### src/design/tcpu_pkg.sv
// ----------------------------------------------------------------------------
// tcpu_pkg: shared types and codes for the tiny 16-bit machine
// Host operation codes, instruction codes, status codes and the command and
// status bundles that pass between the controller and the datapath.
// ----------------------------------------------------------------------------
package tcpu_pkg;

	localparam int ADDR_W = 16;
	localparam int WORD_W = 16;
	localparam int BYTE_W = 8;
	localparam int OP_W   = 3;
	localparam int ST_W   = 2;
	localparam int NIB_W  = 4;

	// Host operation codes carried with each input item.
	localparam logic [OP_W-1:0] HOP_STEP    = 3'd0;
	localparam logic [OP_W-1:0] HOP_MEM_WR  = 3'd1;
	localparam logic [OP_W-1:0] HOP_MEM_RD  = 3'd2;
	localparam logic [OP_W-1:0] HOP_REG_RD  = 3'd3;
	localparam logic [OP_W-1:0] HOP_RESTART = 3'd4;

	// Instruction codes held in memory.
	localparam logic [BYTE_W-1:0] INS_MOV_LAST = 8'd6;
	localparam logic [BYTE_W-1:0] INS_STR      = 8'd7;
	localparam logic [BYTE_W-1:0] INS_LDR      = 8'd8;
	localparam logic [BYTE_W-1:0] INS_JMP      = 8'd9;

	typedef logic [ST_W-1:0] status_t;

	localparam status_t ST_OK      = 2'd0;
	localparam status_t ST_UNKNOWN = 2'd1;
	localparam status_t ST_BADREG  = 2'd2;
	localparam status_t ST_HALTED  = 2'd3;

	typedef enum logic [1:0] {RD_PC, RD_HOST, RD_EA, RD_EA1} mem_rd_sel_t;
	typedef enum logic [1:0] {WR_HOST, WR_EA_LO, WR_EA1_HI} mem_wr_sel_t;
	typedef enum logic [1:0] {RS_HOST, RS_AR, RS_DR} reg_sel_t;
	typedef enum logic [1:0] {RV_ZERO, RV_MEM, RV_REG} rv_sel_t;
	typedef enum logic [2:0] {K_MOV, K_STR, K_LDR, K_JMP, K_BAD} ins_kind_t;

	typedef struct packed {
		logic        capture;
		logic        mem_rd_en;
		mem_rd_sel_t mem_rd_sel;
		logic        mem_wr_en;
		mem_wr_sel_t mem_wr_sel;
		logic        pc_inc;
		logic        pc_jmp;
		logic        pc_entry;
		logic        instr_load;
		logic        lo_load;
		logic        pair_load;
		reg_sel_t    reg_rd_sel;
		logic        ea_load;
		logic        val_load;
		logic        reg_wr_en;
		logic        reg_wr_ldr;
		logic        regs_clear;
		logic        halt_set;
		logic        halt_clear;
		logic        res_load;
		status_t     st;
		rv_sel_t     rv_sel;
	} tcpu_cmd_t;

	typedef struct packed {
		logic [OP_W-1:0] op;
		logic            halted;
		logic            host_reg_ok;
		logic            pair_ok;
		ins_kind_t       kind;
	} tcpu_stat_t;

endpackage

### src/design/tcpu_ctrl.sv
// ----------------------------------------------------------------------------
// tcpu_ctrl: controller of the tiny 16-bit machine
// Sequences host accesses and the fetch, decode and execute steps of one
// instruction, and owns the input and output handshakes.
// ----------------------------------------------------------------------------
module tcpu_ctrl
	import tcpu_pkg::*;
(
	input  logic       clk,
	input  logic       arst_n,
	input  logic       in_valid,
	output logic       in_ready,
	output logic       out_valid,
	input  logic       out_ready,
	input  tcpu_stat_t stat,
	output tcpu_cmd_t  cmd
);

	localparam logic [3:0] S_IDLE = 4'd0;
	localparam logic [3:0] S_DISP = 4'd1;
	localparam logic [3:0] S_F1   = 4'd2;
	localparam logic [3:0] S_F2   = 4'd3;
	localparam logic [3:0] S_F3   = 4'd4;
	localparam logic [3:0] S_AREG = 4'd5;
	localparam logic [3:0] S_DREG = 4'd6;
	localparam logic [3:0] S_W0   = 4'd7;
	localparam logic [3:0] S_W1   = 4'd8;
	localparam logic [3:0] S_L0   = 4'd9;
	localparam logic [3:0] S_L1   = 4'd10;
	localparam logic [3:0] S_L2   = 4'd11;
	localparam logic [3:0] S_DONE = 4'd12;

	logic [3:0] state_q, state_d;
	ins_kind_t  kind_q, kind_d;
	status_t    st_q, st_d;
	rv_sel_t    rvsel_q, rvsel_d;
	logic       out_valid_q;

	assign in_ready  = (state_q == S_IDLE);
	assign out_valid = out_valid_q;

	always_comb begin
		cmd            = '0;
		cmd.mem_rd_sel = RD_PC;
		cmd.mem_wr_sel = WR_HOST;
		cmd.reg_rd_sel = RS_HOST;
		cmd.st         = st_q;
		cmd.rv_sel     = rvsel_q;
		state_d        = state_q;
		kind_d         = kind_q;
		st_d           = st_q;
		rvsel_d        = rvsel_q;
		case (state_q)
			S_IDLE: begin
				if (in_valid) begin
					cmd.capture = 1'b1;
					state_d     = S_DISP;
				end
			end
			S_DISP: begin
				rvsel_d = RV_ZERO;
				st_d    = stat.halted ? ST_HALTED : ST_OK;
				state_d = S_DONE;
				case (stat.op)
					HOP_STEP: begin
						if (!stat.halted) begin
							cmd.mem_rd_en  = 1'b1;
							cmd.mem_rd_sel = RD_PC;
							cmd.pc_inc     = 1'b1;
							state_d        = S_F1;
						end
					end
					HOP_MEM_WR: begin
						cmd.mem_wr_en  = 1'b1;
						cmd.mem_wr_sel = WR_HOST;
					end
					HOP_MEM_RD: begin
						cmd.mem_rd_en  = 1'b1;
						cmd.mem_rd_sel = RD_HOST;
						rvsel_d        = RV_MEM;
					end
					HOP_REG_RD: begin
						if (stat.host_reg_ok) begin
							rvsel_d = RV_REG;
						end else if (!stat.halted) begin
							st_d = ST_BADREG;
						end
					end
					HOP_RESTART: begin
						cmd.pc_entry   = 1'b1;
						cmd.regs_clear = 1'b1;
						cmd.halt_clear = 1'b1;
						st_d           = ST_OK;
					end
					default: begin
						st_d = ST_UNKNOWN;
					end
				endcase
			end
			S_F1: begin
				cmd.instr_load = 1'b1;
				kind_d         = stat.kind;
				if (stat.kind == K_BAD) begin
					cmd.halt_set = 1'b1;
					st_d         = ST_UNKNOWN;
					state_d      = S_DONE;
				end else begin
					cmd.mem_rd_en  = 1'b1;
					cmd.mem_rd_sel = RD_PC;
					cmd.pc_inc     = 1'b1;
					state_d        = S_F2;
				end
			end
			S_F2: begin
				case (kind_q)
					K_MOV, K_JMP: begin
						cmd.lo_load    = 1'b1;
						cmd.mem_rd_en  = 1'b1;
						cmd.mem_rd_sel = RD_PC;
						cmd.pc_inc     = 1'b1;
						state_d        = S_F3;
					end
					K_STR, K_LDR: begin
						cmd.pair_load = 1'b1;
						if (stat.pair_ok) begin
							state_d = S_AREG;
						end else begin
							cmd.halt_set = 1'b1;
							st_d         = ST_BADREG;
							state_d      = S_DONE;
						end
					end
					default: begin
						state_d = S_DONE;
					end
				endcase
			end
			S_F3: begin
				if (kind_q == K_JMP) begin
					cmd.pc_jmp = 1'b1;
				end else begin
					cmd.reg_wr_en = 1'b1;
				end
				state_d = S_DONE;
			end
			S_AREG: begin
				cmd.reg_rd_sel = RS_AR;
				cmd.ea_load    = 1'b1;
				state_d        = (kind_q == K_STR) ? S_DREG : S_L0;
			end
			S_DREG: begin
				cmd.reg_rd_sel = RS_DR;
				cmd.val_load   = 1'b1;
				state_d        = S_W0;
			end
			S_W0: begin
				cmd.mem_wr_en  = 1'b1;
				cmd.mem_wr_sel = WR_EA_LO;
				state_d        = S_W1;
			end
			S_W1: begin
				cmd.mem_wr_en  = 1'b1;
				cmd.mem_wr_sel = WR_EA1_HI;
				state_d        = S_DONE;
			end
			S_L0: begin
				cmd.mem_rd_en  = 1'b1;
				cmd.mem_rd_sel = RD_EA;
				state_d        = S_L1;
			end
			S_L1: begin
				cmd.lo_load    = 1'b1;
				cmd.mem_rd_en  = 1'b1;
				cmd.mem_rd_sel = RD_EA1;
				state_d        = S_L2;
			end
			S_L2: begin
				cmd.reg_wr_en  = 1'b1;
				cmd.reg_wr_ldr = 1'b1;
				state_d        = S_DONE;
			end
			S_DONE: begin
				if (!out_valid_q || out_ready) begin
					cmd.res_load = 1'b1;
					state_d      = S_IDLE;
				end
			end
			default: begin
				state_d = S_IDLE;
			end
		endcase
	end

	always_ff @(posedge clk or negedge arst_n) begin
		if (!arst_n) begin
			state_q     <= S_IDLE;
			kind_q      <= K_MOV;
			st_q        <= ST_OK;
			rvsel_q     <= RV_ZERO;
			out_valid_q <= 1'b0;
		end else begin
			state_q <= state_d;
			kind_q  <= kind_d;
			st_q    <= st_d;
			rvsel_q <= rvsel_d;
			if (cmd.res_load) begin
				out_valid_q <= 1'b1;
			end else if (out_ready) begin
				out_valid_q <= 1'b0;
			end
		end
	end

	a_accept_dispatch: assert property (@(posedge clk) disable iff (!arst_n)
		(in_valid && in_ready) |=> (state_q == S_DISP))
		else $error("accepted item did not move to dispatch");

	a_result_shown: assert property (@(posedge clk) disable iff (!arst_n)
		cmd.res_load |=> out_valid_q)
		else $error("loaded result not presented");

	a_no_fetch_halted: assert property (@(posedge clk) disable iff (!arst_n)
		cmd.pc_inc |-> !stat.halted)
		else $error("program counter advanced while halted");

	a_write_states: assert property (@(posedge clk) disable iff (!arst_n)
		cmd.mem_wr_en |-> (state_q == S_DISP || state_q == S_W0 || state_q == S_W1))
		else $error("memory written outside a write state");

endmodule

### config.mk
export PLATFORM = sky130hd
export DESIGN_NAME = tcpu_ctrl
export DESIGN_NICKNAME = d
export VERILOG_FILES = /design/src/design/tcpu_pkg.sv /design/src/design/tcpu_ctrl.sv
export SDC_FILE = /design/constraint.sdc
export NUM_CORES = 1
export LEC_CHECK = 0
export ABC_AREA = 1
export BUFFER_PORTS_ARGS = -buffer_cell sky130_fd_sc_hd__buf_2
export CAP_MARGIN = 25
export CORE_MARGIN = 10
export CORE_UTILIZATION = 30
export CTS_CLUSTER_SIZE = 12
export DETAILED_ROUTE_END_ITERATION = 7
export PLACE_DENSITY = 0.64
export SETUP_SLACK_MARGIN = 0.2
export SLEW_MARGIN = 20
export SYNTH_ARGS = -nofsm -noshare
export SYNTH_HDL_FRONTEND = slang
export SYNTH_SLANG_ARGS = --single-unit
### constraint.sdc
create_clock -name clk -period 1.65 [get_ports clk]
set_input_delay 0.2475 -clock clk [delete_from_list [all_inputs] [get_ports clk]]
set_output_delay 0.2475 -clock clk [all_outputs]
set_load 0.01 [all_outputs]
==> reports/qor.yml <==
syn_inst: 158
final-hold-violation-count: 0
vias_per_cell: 4.581
peakVddDrop_mv: 0.5936
layout_setup_ws_ns: -0.05396
cellLeakagePower_nw: 0.8208
maxSlewViolCount: 0
yosys.area_share.simple_pct: 46.97
most-common-layout-cells: "40 x nand2_1, 38 x buf_2, 20 x nor2_1"
avgRoutedWirePerCell_um: 11.91
drt-total-wl_um: 3014
synthAdderAreaFrac_pct: 0
finalCritPeriodShare_pct: 103.3
die_y_um: 76.23
synth_nets: 171
critPathRequiredTime_ns: 1.40
crit_buf_inv: 3
path_cells: "inv_4 -> nand2_4 -> nor2_4 -> buf_4 -> a31oi_1 -> o21ai_0 -> buf_2"
final_nets: 224
synth_flop_cell: "dfrtp_1"
antenna_cells: 0
slowest_delay_ns: 0.46
synth_compound_area_share_pct: 8.707
synth_xor_xnor_area_share_pct: 0
period_needed_ns: 1.704
clkTransAtPathRegs_ns: 0.08
drtAntennaViolNets: 0
drt_iter0_drc: 77
max_freq_ghz: 0.5869
grt_pass1_wl_um: 5223
worstSetupPathType: "flop to primary output"
placed_area_sq_um: 1214
power_density_nw_per_um2: 1443
worstSkewPairLatency_ns: 0.27
post-dp-hpwl_um: 2439
grt_overflow: 0
slew_headroom_pct: 80.30
gp_routability_congestion: 0.9034
rsz0062_at_grt: "true"
synth_seq_area_share_pct: 31.66
synth_seq_cells: 12
crit_family: "flip-flops"
synth_cell_types: 18
rows: 20
ys_warn_count: 0
grt_pass1_vias: 1175
setup_viol: 9
design.portCount: 42
coreArea_sq_um: 3028
syn2layout_area_growth_pct: 51.19
antenna_found_initial: 0
first_pass_iters: 4
cts_made_buffers: 3
final_common_cell: "nand2_1"
cp.arrival_ns: 1.46
violations: "negative setup slack"
tightestPinTransition_ns: 0.2955
grt_max_degree: 13
die_x_um: 76.23
drc: 0
synth_edf_count: 0
drive_gt1_share_pct: 43.54
fin_util_pct: 47.36
skew_ns: 0.005330
cts_tree: "done"
final_cell_area_sq_um: 1434
clk_path_buf_depth: 2
worst_setup_path_start_kind: "flop"
initial_core_util_pct: 31.32
crit_fanout: 5
end_kind: "primary output"
hold_ws_ns: 0.1905
cap_violations: 0
grt_usage_pct: 10.51
portBuffers: 41
syn-cell-area_sq_um: 948.4
ys_async_sr_fraction_pct: 100.0
muxShareOfSynthArea_pct: 0
syn_area_per_cell_sq_um: 6.003
htreeDepth: 1
vias: 1159
layoutNonFillerInstCount: 253
die_area_sq_um: 5810
critPathSlowestCell: "dfrtp_2"
clock_tree.root_cell: "clkbuf_4"
synth_top_family_by_area: "simple AND/OR/NAND/NOR gates"
hp-class: "primary input to flop"
place_inst: 241
cts.sinks: 12
status: "finished, violations left"
[worst paths after layout]
path,from,end,slack (ns),cells after the start
max reg2reg,state_q[0]$_DFFE_PN0P_,st_q[1]$_DFFE_PN0P_,0.34,8
min reg2reg,rvsel_q[0]$_DFFE_PN0P_,rvsel_q[0]$_DFFE_PN0P_,0.48,2
min in group asynchronous,arst_n,st_q[1]$_DFFE_PN0P_,0.38,2
min,out_ready,out_valid$_DFFE_PN0P_,0.19,2
max,state_q[1]$_DFFE_PN0P_,cmd[22],-0.05,7
max in group asynchronous,arst_n,state_q[2]$_DFFE_PN0P_,1.02,2
[where the power goes]
part,switching [W],internal [W],leakage (nW)
sequential,0.000125,0.000435,0.148
combinational,0.000831,0.000494,0.659
clock,0.0000988,0.0000845,0.0138
[cell type report]
type / instances / area, sq um
clock buffers: 3 / 22.52
fillers: 315 / 1594
inverters: 26 / 105.1
multi-input cells: 117 / 634.4
flip-flops and latches: 12 / 304.0
well taps: 44 / 55.05
repair buffers: 51 / 312.8
[per-layer routing]
layer	vias up	track usage [%]	share of wire [%]
met4	0	2.974	0.83
met3	4	3.774	7.3
met2	33	17.26	48
met5	-	0	0
li1	600	-	-
met1	522	12.53	44
[cells in the mapped netlist, types with 3 or more instances]
cell | n | area share, %
buf_4 | 3 | 2.4
dfrtp_1 | 12 | 32
inv_1 | 18 | 7.1
inv_2 | 8 | 3.2
nand2_1 | 43 | 17
nand2_2 | 5 | 3.3
nand3_1 | 12 | 6.3
nand4_1 | 3 | 2.0
nor2_1 | 30 | 12
nor2_4 | 3 | 3.6
nor3_1 | 3 | 1.6
o21ai_0 | 8 | 4.2
o21ai_1 | 5 | 2.6
[per-stage QoR]
stage | setup TNS [ns] | worst slack (ns) | power, W
5_1_grt | -1.935 | -0.2066 | 0.002283
3_5_place_dp | 0 | 0.1377 | 0.001674
4_1_cts | -0.5250 | -0.07007 | 0.002047
3_3_place_gp | 0 | 0.1632 | 0.001674
2_1_floorplan | 0 | 0.1857 | 0.001307
6_report | -0.3018 | -0.05396 | 0.002068
[sequential cells by signal, summed over array words and instances, names as in the netlist]
register and cells:
state_q 4, kind_q 3, out_valid 1, rvsel_q 2
st_q 2
[cells by family after synthesis]
group	Yosys count
AO/OA/AOI/OAI	16
flip-flops	12
AND/OR/NAND/NOR	101
buffers and inverters	29
[repair_timing]
action	4_1_cts	5_1_grt
endpoints found under the hold margin	12	0
gates resized for setup	33	5
setup endpoints to repair	23	24
hold buffers	1	0
buffers inserted	7	1
pin swaps	4	0
Note: power is estimated with default switching activity, not from simulation.
